--- config.mk ---
export PLATFORM = sky130hd
export DESIGN_NAME = fpm_csr
export DESIGN_NICKNAME = d
export VERILOG_FILES = /design/src/rtl/core/fpm_pkg.sv /design/src/rtl/core/fpm_csr.sv
export SDC_FILE = /design/constraint.sdc
export NUM_CORES = 1
export LEC_CHECK = 0
export BUFFER_PORTS_ARGS = -buffer_cell sky130_fd_sc_hd__buf_2
export CORE_MARGIN = 5
export CORE_UTILIZATION = 36
export CTS_CLUSTER_DIAMETER = 150
export DETAILED_ROUTE_END_ITERATION = 10
export GPL_ROUTABILITY_DRIVEN = 0
export PLACE_DENSITY = 0.93
export RECOVER_POWER = 50
export SYNTH_ARGS = -nofsm -noshare
export SYNTH_HDL_FRONTEND = slang
export SYNTH_SLANG_ARGS = --single-unit
--- constraint.sdc ---
create_clock -name clock -period 2.1 [get_ports clock]
set_clock_uncertainty 0.15 [all_clocks]
set_input_delay 0.105 -clock clock [delete_from_list [all_inputs] [get_ports clock]]
set_output_delay 0.105 -clock clock [all_outputs]
set_load 0.02 [all_outputs]
--- src/rtl/core/fpm_pkg.sv ---
// shared constants and types for the fenwick prefix-minimum block
package fpm_pkg;

   localparam int DEPTH_DEFAULT = 1024;

   localparam int OP_W    = 2;
   localparam int INDEX_W = 11;
   localparam int VALUE_W = 64;
   localparam int PADDR_W = 3;
   localparam int PDATA_W = 32;
   localparam int REG_W   = PADDR_W - 2;

   localparam logic [OP_W-1:0] OP_UPDATE = 2'd0;
   localparam logic [OP_W-1:0] OP_QUERY  = 2'd1;
   localparam logic [OP_W-1:0] OP_CLEAR  = 2'd2;

   localparam logic [REG_W-1:0] REG_SIZE_IN_USE = 1'd0;

   localparam logic [INDEX_W-1:0] SIZE_RESET  = 11'd1024;
   localparam logic [VALUE_W-1:0] EMPTY_VALUE = 64'h3f3f_3f3f_3f3f_3f3f;

   typedef enum logic [1:0] {
      ST_CLEAR,
      ST_IDLE,
      ST_UP,
      ST_DOWN
   } state_type;

endpackage

--- src/rtl/core/fpm_csr.sv ---
// apb register file holding the size in use
module fpm_csr import fpm_pkg::*; (
   input  logic               clock,
   input  logic               reset,
   input  logic               psel,
   input  logic               penable,
   input  logic               pwrite,
   input  logic [PADDR_W-1:0] paddr,
   input  logic [PDATA_W-1:0] pwdata,
   output logic [PDATA_W-1:0] prdata,
   output logic               pready,
   output logic [INDEX_W-1:0] size_ff
);

   logic               reg_hit;
   logic [INDEX_W-1:0] size_in;

   assign reg_hit = (paddr[PADDR_W-1:2] == REG_SIZE_IN_USE);
   assign pready  = 1'b1;
   assign prdata  = reg_hit ? PDATA_W'(size_ff) : '0;

   always_comb begin
      size_in = size_ff;
      if (psel && penable && pwrite && reg_hit) begin
         size_in = pwdata[INDEX_W-1:0];
      end
   end

   always_ff @(posedge clock) begin
      if (reset) begin
         size_ff <= SIZE_RESET;
      end else begin
         size_ff <= size_in;
      end
   end

endmodule

==> results.yml <==
synthesis:
  syn_avg_cell_area_um2: 8.95
  yosys.cell_count.top_type: "buf_4"
  ys_warn_count: 0
  synth_top_area_cell: "dfxtp_1"
  synth.area.top_cells: "dfxtp_1 (29%), buf_4 (22%), nand2b_1 (17%)"
  synth-edff-count: 0
  synth_cells: 84
  synth_ff_type: "dfxtp_1"
  yosysUniqueCellTypes: 12
  yosysSeqAreaShare: 0.293
  synthesis.area_um2: 752
  async_reset_ff_frac: 0
  yosys_register_bits: 11
  yosys.area.top_type_share: 0.293
  yosys-top-cells-count: "buf_4 (22), nand2b_1 (20), dfxtp_1 (11), mux2i_1 (11), nor2b_1 (10)"
global_route:
  grtUsageTotal: 0.113
  grt_first_pass_wirelength_um: 2870
  grt-ovfl-total: 0
  grt_max_degree: 23
  grt_pass1_vias: 659
  antenna_found_initial: 0
timing:
  setup_viol: 0
  fin_setup_tns_ps: 0
  max_freq_ghz: 0.760
  period_needed_ps: 1320
  timing.final.crit_share: 0.627
  worst_pin_slew_ps: 646
  drv_slew: 0
  final-hold-violation-count: 0
  rsz0062_at_grt: "false"
  slew_headroom: 0.569
  whs_ps: 110
placement:
  hpwl_um: 1310
  port_buffers: 38
clock_network:
  cts_tree: "yes"
  cts_setup_buffers: 0
  cts_sinks: 11
  worstSkewPairLatency_ps: 260
  root_buffer: "clkbuf_4"
  cts_buffer_depth: 2
  clkSlewWorstSetupHoldPaths_ps: 60
  cts_buffers: 3
  htreeDepth: 1
floorplanning:
  core_mm2: 0.00198
  start_util: 0.379
  io_pins: 84
  die-width_um: 55.7
  dieArea_mm2: 0.00310
  rows: 16
  die_h_um: 55.7
routing:
  route.detailed.drc: 0
  ant_nets: 0
  vias: 648
  vias_per_cell: 4.10
  wl_um: 1690
  drt_pre_antenna_iters: 2
  drtIter0Drc: 1
  drt-wirelength-per-cell_um: 10.7
power:
  vdd_drop_max_mv: 0.199
  power_density_mw_per_mm2: 481
  p_leak_nw: 0.480
finish:
  largest_register: "size_ff"
  syn2layout_area_growth_pct: 30.1
  reg_top3: "size_ff: 11 flops"
  largest_register_ffs: 11
  final_layout_size_suffix_gt1_frac: 0.267
  antenna_cells: 0
  fin_nets: 172
status:
  run_status: "completed"
setup_path:
  setup.worst_path.end_class: "register"
  crit_start: "paddr[2]"
  r2r_start: "size_ff[10]"
  cp.required_ps: 2140
  start_kind: "primary input"
  critical_path_class: "primary input to register"
  worstPathArrival_ps: 1350
  path_max_fanout: 12
flow_run:
  cap_violations: 0
hold_path:
  worst_hold_startpoint: "reset"
  hold_path.class: "primary input to register"
## where the power goes
group | total [mW] | internal (mW) | switching (mW)
combinational | 0.112 | 0.0426 | 0.0698
sequential | 0.216 | 0.213 | 0.00304
clock | 0.142 | 0.0734 | 0.0689
total | 0.471 | 0.329 | 0.142
## cell type report
| cell class | count | area, um2 |
|---|---|---|
| timing repair buffer | 49 | 293 |
| tap | 27 | 33.8 |
| sequential | 11 | 220 |
| fill | 195 | 1000 |
| clock buffer | 4 | 26.3 |
| multi-input combinational | 67 | 405 |
## layer usage
layer | GRT usage | part of all wire
met3 | 0.0441 | 0.11
met2 | 0.225 | 0.54
met5 | 0 | 0
met1 | 0.105 | 0.35
met4 | 0.0313 | 0
## metrics by stage
stage / power (mW) / cell area [um2] / cells / setup WS, ps / util
6_report: 0.471 / 978 / 158 / 784 / 0.494
4_1_cts: 0.483 / 990 / 158 / 902 / 0.499
3_5_place_dp: 0.319 / 853 / 143 / 847 / 0.431
2_1_floorplan: 0.326 / 827 / 104 / 1040 / -
5_1_grt: 0.506 / 978 / 158 / 667 / 0.494
3_3_place_gp: 0.316 / 853 / 143 / 882 / 0.431
## critical path, stage by stage
cell and delay (ps):
clkbuf_1 240, and4b_1 760, mux2i_1 250
## timing repair
item                       4_1_cts  5_1_grt
hold endpoints to repair        11        0
hold buffers                    11        0
setup endpoints to repair        0        0
gates resized for setup          0        0
## cell families (layout without fill, tap and decap cells)
kind of cell | after synthesis | count (layout) | share of synthesized area
and+or+nand+nor | 34 | 34 | 0.288
buffers and inverters | 26 | 53 | 0.263
DFF | 11 | 11 | 0.293
other | 2 | 22 | 0.00999
muxes | 11 | 11 | 0.146
## placed cells by master (no fill, tap or decap)
| cell | Yosys | routed |
|---|---|---|
| dfxtp_1 | 11 | 11 |
| nand2b_1 | 20 | 20 |
| and2b_1 | 1 | 1 |
| dlygate4sd3_1 | 0 | 11 |
| mux2i_1 | 11 | 11 |
| clkbuf_1 | 2 | 7 |
| clkbuf_4 | 0 | 3 |
| nor2_1 | 2 | 2 |
| buf_2 | 1 | 32 |
| conb_1 | 2 | 22 |
| and4b_1 | 0 | 1 |
| nor2b_1 | 10 | 10 |
## worst paths after layout
check / endpoint / depth (start not counted) / slack (ps)
worst max-delay path: size_ff[3] / 3 / 780
worst max register to register: size_ff[10] / 2 / 1330
worst min register to register: size_ff[9] / 2 / 330
worst min-delay path: size_ff[10] / 3 / 110
No activity file was read; power rests on OpenSTA's default activity.
