==> config.mk <==
export PLATFORM = sky130hd
export DESIGN_NAME = fpm_walker
export DESIGN_NICKNAME = d
export VERILOG_FILES = /design/src/rtl/core/fpm_pkg.sv /design/src/rtl/core/fpm_walker.sv
export SDC_FILE = /design/constraint.sdc
export NUM_CORES = 1
export LEC_CHECK = 0
export BUFFER_PORTS_ARGS = -buffer_cell sky130_fd_sc_hd__buf_4
export CORE_ASPECT_RATIO = 1.75
export CORE_MARGIN = 10
export CORE_UTILIZATION = 60
export CTS_BUF_LIST = sky130_fd_sc_hd__clkbuf_2
export CTS_CLUSTER_SIZE = 30
export DETAILED_ROUTE_END_ITERATION = 8
export PLACE_DENSITY = 0.9
export SLEW_MARGIN = 20
export SYNTH_ARGS = -nofsm -noshare
export SYNTH_HDL_FRONTEND = slang
export SYNTH_SLANG_ARGS = --single-unit
export TNS_END_PERCENT = 50
==> constraint.sdc <==
create_clock -name clock -period 17.43 [get_ports clock]
set_clock_uncertainty 0.15 [all_clocks]
set_input_delay 4.3575 -clock clock [delete_from_list [all_inputs] [get_ports clock]]
set_output_delay 4.3575 -clock clock [all_outputs]
set_load 0.005 [all_outputs]
==> src/rtl/core/fpm_pkg.sv <==
// shared constants and types for the fenwick prefix-minimum block
package fpm_pkg;

   localparam int DEPTH_DEFAULT = 1024;

   localparam int OP_W    = 2;
   localparam int INDEX_W = 11;
   localparam int VALUE_W = 64;
   localparam int PADDR_W = 3;
   localparam int PDATA_W = 32;
   localparam int REG_W   = PADDR_W - 2;

   localparam logic [OP_W-1:0] OP_UPDATE = 2'd0;
   localparam logic [OP_W-1:0] OP_QUERY  = 2'd1;
   localparam logic [OP_W-1:0] OP_CLEAR  = 2'd2;

   localparam logic [REG_W-1:0] REG_SIZE_IN_USE = 1'd0;

   localparam logic [INDEX_W-1:0] SIZE_RESET  = 11'd1024;
   localparam logic [VALUE_W-1:0] EMPTY_VALUE = 64'h3f3f_3f3f_3f3f_3f3f;

   typedef enum logic [1:0] {
      ST_CLEAR,
      ST_IDLE,
      ST_UP,
      ST_DOWN
   } state_type;

endpackage

==> src/rtl/core/fpm_walker.sv <==
// sequencer walking lowbit paths through the node store, plus clearing pass
module fpm_walker import fpm_pkg::*; #(
   parameter int DEPTH = DEPTH_DEFAULT
) (
   input  logic                     clock,
   input  logic                     reset,
   input  logic                     start,
   output logic                     busy,
   input  logic [OP_W-1:0]          req_operation,
   input  logic [INDEX_W-1:0]       req_index,
   input  logic [VALUE_W-1:0]       req_value,
   input  logic [INDEX_W-1:0]       size_in_use,
   output logic                     rsp_strobe,
   output logic [VALUE_W-1:0]       rsp_prefix_min,
   output logic                     wr_en,
   output logic [$clog2(DEPTH)-1:0] wr_addr,
   output logic [VALUE_W-1:0]       wr_data,
   output logic [$clog2(DEPTH)-1:0] rd_addr,
   input  logic [VALUE_W-1:0]       rd_data
);

   localparam int AW = $clog2(DEPTH);
   localparam int NW = $clog2(DEPTH + 1) + 1;
   localparam int CW = (NW > INDEX_W) ? NW : INDEX_W;

   state_type          state_ff, state_in;
   logic [NW-1:0]      node_ff, node_in;
   logic [VALUE_W-1:0] val_ff, val_in;
   logic [VALUE_W-1:0] best_ff, best_in;
   logic               rsp_valid_ff, rsp_valid_in;
   logic [VALUE_W-1:0] rsp_data_ff, rsp_data_in;

   logic               accept;
   logic [CW-1:0]      size_c, depth_c, limit_c, idx_c, qry_c;
   logic               upd_ok;
   logic [NW-1:0]      up_next, down_next;
   logic               up_more, down_more, clear_last;
   logic [VALUE_W-1:0] down_best;

   assign accept  = start && !busy;
   assign size_c  = CW'(size_in_use);
   assign depth_c = CW'(DEPTH);
   assign limit_c = (size_c > depth_c) ? depth_c : size_c;
   assign idx_c   = CW'(req_index);
   assign qry_c   = (idx_c > limit_c) ? limit_c : idx_c;
   assign upd_ok  = (idx_c != '0) && (idx_c <= limit_c);

   assign up_next    = node_ff + (node_ff & (~node_ff + NW'(1)));
   assign up_more    = (CW'(up_next) <= limit_c);
   assign down_next  = node_ff & (node_ff - NW'(1));
   assign down_more  = (down_next != '0);
   assign clear_last = (node_ff == NW'(DEPTH - 1));
   assign down_best  = ($signed(rd_data) < $signed(best_ff)) ? rd_data : best_ff;

   assign busy           = (state_ff != ST_IDLE);
   assign rsp_strobe     = rsp_valid_ff;
   assign rsp_prefix_min = rsp_data_ff;

   // next state
   always_comb begin
      state_in = state_ff;
      unique case (state_ff)
         ST_CLEAR: begin
            if (clear_last) begin
               state_in = ST_IDLE;
            end
         end
         ST_IDLE: begin
            if (accept) begin
               unique case (req_operation)
                  OP_UPDATE: if (upd_ok) state_in = ST_UP;
                  OP_QUERY:  if (qry_c != '0) state_in = ST_DOWN;
                  OP_CLEAR:  state_in = ST_CLEAR;
                  default:   state_in = ST_IDLE;
               endcase
            end
         end
         ST_UP: begin
            if (!up_more) begin
               state_in = ST_IDLE;
            end
         end
         ST_DOWN: begin
            if (!down_more) begin
               state_in = ST_IDLE;
            end
         end
         default: state_in = ST_IDLE;
      endcase
   end

   // datapath and memory controls
   always_comb begin
      node_in      = node_ff;
      val_in       = val_ff;
      best_in      = best_ff;
      rsp_valid_in = 1'b0;
      rsp_data_in  = rsp_data_ff;
      wr_en        = 1'b0;
      wr_addr      = AW'(node_ff - NW'(1));
      wr_data      = val_ff;
      rd_addr      = AW'(node_ff - NW'(1));
      unique case (state_ff)
         ST_CLEAR: begin
            wr_en   = 1'b1;
            wr_addr = AW'(node_ff);
            wr_data = EMPTY_VALUE;
            node_in = clear_last ? '0 : node_ff + NW'(1);
         end
         ST_IDLE: begin
            if (accept) begin
               unique case (req_operation)
                  OP_UPDATE: begin
                     node_in = NW'(idx_c);
                     rd_addr = AW'(idx_c - CW'(1));
                     val_in  = req_value;
                  end
                  OP_QUERY: begin
                     node_in = NW'(qry_c);
                     rd_addr = AW'(qry_c - CW'(1));
                     best_in = EMPTY_VALUE;
                     // empty prefix answers at once
                     if (qry_c == '0) begin
                        rsp_valid_in = 1'b1;
                        rsp_data_in  = EMPTY_VALUE;
                     end
                  end
                  OP_CLEAR: begin
                     node_in = '0;
                  end
                  default: begin
                     node_in = node_ff;
                  end
               endcase
            end
         end
         ST_UP: begin
            // rd_data holds the node read in the previous cycle
            wr_en   = ($signed(val_ff) < $signed(rd_data));
            node_in = up_next;
            rd_addr = AW'(up_next - NW'(1));
         end
         ST_DOWN: begin
            best_in = down_best;
            node_in = down_next;
            rd_addr = AW'(down_next - NW'(1));
            if (!down_more) begin
               rsp_valid_in = 1'b1;
               rsp_data_in  = down_best;
            end
         end
         default: begin
            node_in = node_ff;
         end
      endcase
   end

   always_ff @(posedge clock) begin
      if (reset) begin
         state_ff     <= ST_CLEAR;
         node_ff      <= '0;
         rsp_valid_ff <= 1'b0;
      end else begin
         state_ff     <= state_in;
         node_ff      <= node_in;
         rsp_valid_ff <= rsp_valid_in;
      end
   end

   always_ff @(posedge clock) begin
      val_ff      <= val_in;
      best_ff     <= best_in;
      rsp_data_ff <= rsp_data_in;
   end

endmodule
==> results of run 1 <==
[layout make-up]
| class | instances | area (µm²) | share of cell area [%] |
|---|---|---|---|
| Sequential cell | 207 | 6070 | 35.3 |
| Inverter | 157 | 589 | 3.43 |
| Multi-Input combinational cell | 1071 | 7360 | 42.8 |
| Tap cell | 304 | 380 | 2.21 |
| Antenna cell | 2 | 5.00 | 0.0291 |
| Clock buffer | 72 | 360 | 2.09 |
| Clock inverter | 7 | 53.8 | 0.313 |
| Timing Repair Buffer | 318 | 2390 | 13.9 |
[flip-flops by register name, indices dropped and copies added, names as in the netlist]
| signal | cells |
|---|---|
| rsp_strobe | 1 |
| val_ff | 64 |
| best_ff | 64 |
| rsp_prefix_min | 64 |
| node_ff | 12 |
| state_ff | 2 |
[tightest hold or removal path: stages (launching register included)]
cell      delay [ps]
edfxtp_1         360
o21ai_0           90
nand3_1          110
[synthesized netlist by cell type (9+ instances only)]
master    number  share of area [%]
a211oi_1      27                1.4
a21oi_1       97                3.4
a31oi_1       15               0.66
buf_2          9               0.31
clkbuf_1      58                1.5
dfxtp_1       15                2.1
edfxtp_1     192                 40
ha_1         168                 15
inv_1        156                4.1
mux2i_1        9               0.63
nand2_1       76                2.0
nand2b_1      11               0.48
nand3_1      142                5.0
nand4_1       32                1.4
nor2_1        72                1.9
nor2b_1       22               0.96
nor3_1        26               0.91
nor4_1        18               0.79
o211ai_1      18               0.95
o21ai_0      111                3.9
o21ai_1       19               0.67
or2_2         52                2.3
or3_1         12               0.53
xnor2_1       18                1.1
[power by group through the flow]
stage | clock network, mW | logic, mW | registers [mW]
finish | 0.313 | 0.190 | 0.539
global route | 0.339 | 0.203 | 0.539
CTS | 0.316 | 0.185 | 0.539
detailed placement | 0 | 0.183 | 0.550
global placement | 0 | 0.178 | 0.550
floorplan | 0 | 0.101 | 0.549
[metal layers]
metal  wire (µm)  share of wire (%)
met5          33              0.059
met2       28600                 51
met1       16700                 30
met3        5150                9.2
met4        5510                9.8
[cell families (layout without fill, tap and decap cells)]
family / Yosys count / count (layout) / share of synthesized area, %
other: 0 / 2 / 0
and+or+nand+nor: 494 / 494 / 18.0
buffers and inverters: 234 / 554 / 6.41
muxes: 10 / 10 / 0.709
DFF: 207 / 207 / 42.4
xor gates and xnor gates: 24 / 24 / 1.47
AOI/OAI and AO/OA: 375 / 375 / 16.3
adders and majority gates: 168 / 168 / 14.7
[metrics by stage]
stage / util, % / power [mW]
after CTS: 73.4 / 1.04
final: 73.4 / 1.04
after detailed placement: 71.6 / 0.734
after global placement: 71.6 / 0.729
after floorplan: - / 0.650
after global routing: 73.4 / 1.08
[worst max path at each step]
stage,startpoint,to,slack (ps),depth (start not counted)
5_1_grt,size_in_use[10],rd_addr[6],3820,18
3_3_place_gp,size_in_use[10],rd_addr[6],4240,18
6_report,size_in_use[10],rd_addr[8],4070,16
4_1_cts,size_in_use[10],rd_addr[8],4190,16
2_1_floorplan,size_in_use[10],rd_addr[8],5130,17
3_5_place_dp,size_in_use[10],rd_addr[6],4190,18
[placed cells by master, fill, tap and decap left out, drive strengths merged, types with 33 or more instances in the layout]
master,instances
buf,318
edfxtp,192
ha,168
inv,158
nand3,143
o21ai,131
a21oi,97
nand2,76
clkbuf,72
nor2,72
or2,53
nand4,33
==> impl_metrics.tcl, run 1 <==
set metrics [dict create \
    status "completed" \
    max_slew_margin_pct 28.1 \
    syn_area_um2 14300 \
    synth_nets 1835 \
    final_area_um2 17200 \
    synth_edf_count 192 \
    period_needed_ps 13360 \
    avgViaCountPerCell 6.50 \
    postCtsSetupBuffers 0 \
    crit_fanout 16 \
    worst_path_max_delay_cell "nand2_1" \
    r2r-end "rsp_prefix_min[45]" \
    initial_core_util_pct 61.0 \
    max_stage_delay_ps 560 \
    num-fill-cells 1709 \
    place.gp.congestion 1.07 \
    maxCapViolCount 0 \
    fin_tns_setup_ps 0 \
    setup_viol 0 \
    cts_resized 0 \
    synthCells 1512 \
    crit_buf_inv 3 \
    wl_per_cell_um 26.2 \
    h-tree-depth 2 \
    cts_tree "yes" \
    hp-start "best_ff[53]" \
    cts.sinks 207 \
    use_met2_pct 62.5 \
    dpl.cell_count 2057 \
    seqPwrFrac_pct 51.7 \
    p_sw_share_pct 29.3 \
    dp_hpwl_um 43500 \
    cts_root_buffer "clkbuf_2" \
    coreArea_um2 23400 \
    grt_pass1_wl_um 82200 \
    fmax_mhz 74.9 \
    ys_ff_latch 207 \
    r2r.worst_path.cells 12 \
    dr.first_iter.drc_count 1513 \
    yosys_warnings 0 \
    met3_usage_pct 8.44 \
    antenna_found_initial 3 \
    placed_area_um2 16800 \
    startpoint_type "primary input" \
    nNetsFinal 2124 \
    hold_end "rsp_prefix_min[53]" \
    wl_um 56000 \
    pre_cts_slack_ps 4190 \
    portBuffers 305 \
    powerDensity_nw_per_um2 60.6 \
    worst_ep_required_time_ps 12920 \
    synth_area_per_cell_um2 9.46 \
    crit_arrival_ps 8850 \
    cts_hold_buf 0 \
    slew_viol_final 0 \
    placementRows 74 \
    final_cells 2138 \
    min-delay-path-class "flop to flop" \
    clockPowerShare_pct 30.0 \
    power.leakage_nw 6.95 \
    peakVddDrop_mv 0.0677 \
    dr.pass1.iters 6 \
    overflow 0 \
    grt.busiest_layer "met2" \
    vias 13900 \
    io_pins 306 \
    rsz0062_at_grt "no" \
    async_flop_share_pct 0 \
    ys.flop_type "edfxtp_1" \
    syn_to_final_growth_pct 20.3 \
    worstHoldPathCells 2 \
    die_w_um 137 \
    hold_viol 0 \
    combinationalPowerShare_pct 18.2 \
    postLayoutSetupSlackWorst_ps 4070 \
    insertion_delay_ps 850 \
    critPathKind "primary input to output pin" \
    synth_cell_type_count 78 \
    path_delay_family "simple AND/OR/NAND/NOR gates" \
    drtAntennaViolNets 0 \
    gr-usage-met1_pct 32.7 \
    ys_seq_area_share_pct 42.4 \
    drc_errors 0 \
    r2r_start "node_ff[0]" \
    grt_pass1_vias 14300 \
    clkSlewWorstSetupHoldPaths_ps 110 \
    grt_max_degree 66 \
    whs_ps 495 \
    path_cells "buf_4, inv_1, nand2_1, ha_1, a21oi_1, o211ai_1, or3_1, nand2_1, mux2i_1, ha_1, nand3_1, or3_1, a21oi_1, a21oi_1, a221o_1, buf_4" \
    timing.final.crit_share_pct 76.6 \
    cts.path.max_buffers 3 \
    die_area_um2 30600 \
    switching_power_mw 0.306 \
    power.internal_mw 0.737 \
    drive_gt1_share_pct 25.5 \
    track_usage_pct 35.3 \
    die_h_um 224 \
    end_kind "output pin" \
    worstMarginPinSlew_ps 1070 \
    cpMostUsedCell "a21oi_1" \
    regToRegSetupSlack_ps 12030 \
    cts_buffers 46 \
]
(Power assumes the default switching activity.)
==> run 2, diff against run 1 <==
- CORE_UTILIZATION: 60 -> 52
- PLACE_DENSITY: 0.9 -> 0.83
- clock period: 17.43 -> 11.6 ns (I/O delays scaled with it)
==> impl_metrics.tcl, run 2 (synthesis gave the netlist of run 1 again) <==
set metrics [dict create \
    cts_tree "yes" \
    violations "DRC" \
    startpoint_type "primary input" \
    place.gp.congestion 1.01 \
    placementRows 80 \
    cts_resized 0 \
    die_w_um 145 \
    h-tree-depth 2 \
    end_kind "output pin" \
    overflow 0 \
    syn_to_final_growth_pct 21.4 \
    initial_core_util_pct 52.5 \
    cts.path.max_buffers 3 \
    final_cell_mix "buf_4 (321), edfxtp_1 (192), ha_1 (168)" \
    crit_fanout 16 \
    period_needed_ps 10050 \
    grt_max_degree 66 \
    rsz0062_at_grt "no" \
    wl_per_cell_um 24.9 \
    nNetsFinal 2131 \
    avgViaCountPerCell 6.10 \
    track_usage_pct 30.5 \
    wl_um 55200 \
    fmax_mhz 99.5 \
    clkSlewWorstSetupHoldPaths_ps 90 \
    io_pins 306 \
    min-delay-path-class "flop to flop" \
    crit_arrival_ps 7000 \
    slew_viol_final 0 \
    die_h_um 239 \
    power.leakage_nw 6.98 \
    insertion_delay_ps 860 \
    worstMarginPinSlew_ps 1290 \
    fin_tns_setup_ps 0 \
    coreArea_um2 27200 \
    dp_hpwl_um 42500 \
    cts.sinks 207 \
    hold_viol 0 \
    dr.pass1.iters 9 \
    final_common_cell "buf_4" \
    maxCapViolCount 0 \
    powerDensity_nw_per_um2 91.5 \
    max_slew_margin_pct 13.0 \
    antenna_found_initial 5 \
    die_area_um2 34800 \
    timing.final.crit_share_pct 86.6 \
    vias 13500 \
    cts_root_buffer "clkbuf_2" \
    worst_ep_required_time_ps 8550 \
    postCtsSetupBuffers 0 \
    drc_errors 1 \
    cts_buffers 50 \
    status "finished with violations" \
    grt_pass1_wl_um 81800 \
    drtAntennaViolNets 0 \
    dr.first_iter.drc_count 1200 \
    grt_pass1_vias 13800 \
    drive_gt1_share_pct 25.5 \
    portBuffers 305 \
    cts_hold_buf 0 \
    critPathKind "primary input to output pin" \
    peakVddDrop_mv 0.0662 \
    final_util_pct 63.8 \
    setup_viol 0 \
]
==> run 2: through the flow <==
stage	cells	hold slack [ps]	worst slack, ps	area (µm²)	power, mW
after global placement	2125	447	1680	16900	1.09
after global routing	2219	535	1330	17400	1.66
final	2220	492	1550	17400	1.59
after detailed placement	2125	465	1640	16900	1.10
after floorplan	1512	417	2220	14300	0.977
after CTS	2216	494	1630	17300	1.59
==> run 2: power by group <==
part / total (mW) / switching (mW) / leakage [nW] / internal (mW)
clock: 0.498 / 0.312 / 0.346 / 0.187
sequential: 0.810 / 0.00366 / 1.75 / 0.806
combinational: 0.281 / 0.164 / 4.88 / 0.117
total: 1.59 / 0.479 / 6.98 / 1.11
==> run 2: worst max-delay path: stages <==
cell	delay, ps
buf_4	130
inv_1	330
nand2_1	310
ha_1	410
nand3_1	190
a211oi_1	100
or3_1	450
nand2_1	90
buf_4	230
mux2i_1	260
ha_1	320
nand2_1	180
nor2_1	190
xnor2_1	130
nand3_1	80
o21ai_0	90
a211oi_1	70
or3_1	380
buf_4	150
==> run 2: path summary, 6_finish.rpt <==
check                       end  cells after the start            start  slack, ps
max                  rd_addr[6]                     19  size_in_use[10]       1550
min           rsp_prefix_min[2]                      2       best_ff[2]        490
max reg2reg  rsp_prefix_min[44]                     12       node_ff[0]       6130
min reg2reg   rsp_prefix_min[2]                      2       best_ff[2]        490
==> run 2: cell type report <==
type,instances,area [µm²]
fillers,2305,9870
multi-input cells,1071,7360
flip-flops and latches,207,6070
repair buffers,321,2410
inverters,157,589
well taps,369,462
clock buffers,70,350
clock inverters,21,109
diodes,4,10.0
==> run 2: layer usage <==
layer / up-vias / routed length [µm] / track usage, %
li1: 6201 / - / -
met1: 6394 / 18100 / 30.0
met2: 750 / 29100 / 56.5
met3: 189 / 4170 / 5.80
met4: 4 / 3880 / 21.1
met5: - / 22 / 0
==> run 3, diff against run 2 <==
- ABC_AREA: unset -> 1
- TNS_END_PERCENT: 50 -> 100
==> impl_metrics.tcl, run 3 <==
set metrics [dict create \
    vias 13700 \
    avgViaCountPerCell 5.54 \
    coreArea_um2 27800 \
    io_pins 306 \
    postLayoutSetupSlackWorst_ps 2380 \
    rsz0062_at_grt "no" \
    overflow 0 \
    yosys-top-cells-area "edfxtp_1 (40%), ha_1 (14%), nand2_1 (9.8%), inv_1 (6.7%), nand3_1 (5.0%)" \
    pre_cts_slack_ps 2360 \
    synthCells 1747 \
    async_flop_share_pct 0 \
    dr.pass1.iters 7 \
    gr-usage-met1_pct 28.0 \
    end_kind "output pin" \
    fmax_mhz 108 \
    cts.path.max_buffers 3 \
    netlist.area_leader.share_pct 39.6 \
    p_total_mw 3.27 \
    grt_pass1_wl_um 78700 \
    slew_viol_final 0 \
    worstHoldPathCells 2 \
    status "completed" \
    hold_viol 0 \
    drive_gt1_share_pct 23.7 \
    placementRows 81 \
    fin_tns_setup_ps 0 \
    startpoint_type "primary input" \
    cts_buffers 48 \
    max_slew_margin_pct 33.5 \
    cts_resized 0 \
    synth_area_per_cell_um2 8.33 \
    power.leakage_nw 8.51 \
    die_area_um2 35300 \
    ys_seq_area_share_pct 41.7 \
    syn_to_final_growth_pct 21.2 \
    wl_per_cell_um 21.4 \
    dr.first_iter.drc_count 876 \
    nNetsFinal 2387 \
    setup_viol 0 \
    synth_common_cells "nand2_1 (378), inv_1 (260), edfxtp_1 (192)" \
    clkSlewWorstSetupHoldPaths_ps 120 \
    crit_arrival_ps 6170 \
    h-tree-depth 2 \
    worst_ep_required_time_ps 8550 \
    min-delay-path-class "flop to flop" \
    critPathKind "primary input to output pin" \
    use_met2_pct 54.8 \
    portBuffers 305 \
    die_w_um 146 \
    wl_um 52900 \
    synth_edf_count 192 \
    initial_core_util_pct 52.4 \
    crit_fanout 14 \
    r2r.worst_path.cells 21 \
    period_needed_ps 9220 \
    maxCapViolCount 0 \
    powerDensity_nw_per_um2 185 \
    cts_hold_buf 0 \
    antenna_found_initial 5 \
    dp_hpwl_um 41900 \
    synth_top_area_cell "edfxtp_1" \
    yosys_warnings 0 \
    synth_cell_type_count 57 \
    worstMarginPinSlew_ps 997 \
    syn_area_um2 14500 \
    final_cell_mix "nand2_1 (378), buf_4 (316), inv_1 (259)" \
    postCtsSetupBuffers 0 \
    yosysMostFrequentCell "nand2_1" \
    timing.final.crit_share_pct 79.5 \
    critPathLaunch "size_in_use[6]" \
    drc_errors 0 \
    met3_usage_pct 6.00 \
    grt_max_degree 94 \
    cts_root_buffer "clkbuf_2" \
    crit_end "rd_addr[8]" \
    r2r_start "node_ff[0]" \
    grt_pass1_vias 13800 \
    die_h_um 241 \
    place.gp.congestion 1.02 \
    synth_nets 2070 \
    ys_ff_latch 207 \
    track_usage_pct 28.9 \
    ys.flop_type "edfxtp_1" \
    final_common_cell "nand2_1" \
    cts.sinks 207 \
    regToRegSetupSlack_ps 7130 \
    grt.busiest_layer "met2" \
    peakVddDrop_mv 0.178 \
    drtAntennaViolNets 0 \
    r2r-end "state_ff[1]" \
    cts_tree "yes" \
    insertion_delay_ps 870 \
]
[run 3: cell count changes after synthesis, sizes merged, moves of 10 or more]
| cell | delta |
|---|---|
| clkbuf | -33 |
| o21ai | -60 |
| xnor2 | -17 |
| nor2 | +70 |
| a21oi | +19 |
| nor3 | -11 |
| inv | +114 |
| or3 | -12 |
| nor2b | -22 |
| nand2 | +316 |
| a211oi | -20 |
| nor4 | -13 |
| nand3 | +10 |
| nand2b | -11 |
[run 3: logic make-up after synthesis]
kind of cell	share of synthesized area (%)
xor+xnor	0.361
flops	41.7
fa+ha+maj	14.4
buf+inv	8.72
simple gates	25.1
compound gates	9.65
[run 3: how the worst min path moves through the flow]
| stage | startpoint | to | slack (ps) |
|---|---|---|---|
| 5_1_grt | best_ff[8] | rsp_prefix_min[8] | 470 |
| 2_1_floorplan | state_ff[0] | rsp_strobe | 380 |
| 4_1_cts | best_ff[53] | rsp_prefix_min[53] | 440 |
| 3_5_place_dp | best_ff[4] | rsp_prefix_min[4] | 420 |
| 6_report | best_ff[0] | rsp_prefix_min[0] | 420 |
| 3_3_place_gp | best_ff[16] | rsp_prefix_min[16] | 410 |
[run 3: report_power, final]
group	leakage [nW]	switching [mW]	internal (mW)	total [mW]
Combinational	6.49	1.15	0.666	1.82
Clock	0.325	0.305	0.192	0.497
Sequential	1.69	0.0762	0.876	0.952
[run 3: through the flow]
step	std cells	utilization, %	hold slack (ps)	area (µm²)
global placement	2387	61.9	409	17200
global route	2469	63.5	470	17600
detailed placement	2387	61.9	417	17200
CTS	2468	63.5	436	17600
floorplan	1747	-	382	14500
finish	2471	63.5	422	17600
[run 3: layer usage]
metal	share of wire, %	vias to the layer above
li1	-	6539
met1	33	6385
met2	53	601
met3	7.0	170
met4	6.5	4
met5	0.034	-
[run 3: worst max-delay path: stages]
cell     delay, ps
buf_4          110
nor2_1         120
nand3_1         90
o21ai_2        300
nand2_1        220
ha_1           360
nand2_2         90
inv_2           50
nand2_1         60
nand2_1         50
nand2_1        100
nand3_4        130
nand2_4        180
nand2_1         90
nand3_1        160
nand2_1        220
nor2_1         200
nand2_1        100
nor2_2         100
nand3_1         70
nand3_1         90
nand2_1         60
a21oi_1        150
buf_4          150
[run 3: layout make-up]
| class | count | area [µm²] |
|---|---|---|
| antenna | 3 | 7.51 |
| clock buffer | 62 | 310 |
| clock inverter | 19 | 135 |
| fill | 2439 | 10100 |
| inverter | 274 | 1030 |
| multi-input combinational | 1217 | 7250 |
| sequential | 207 | 6070 |
| tap | 373 | 467 |
| timing repair buffer | 316 | 2370 |
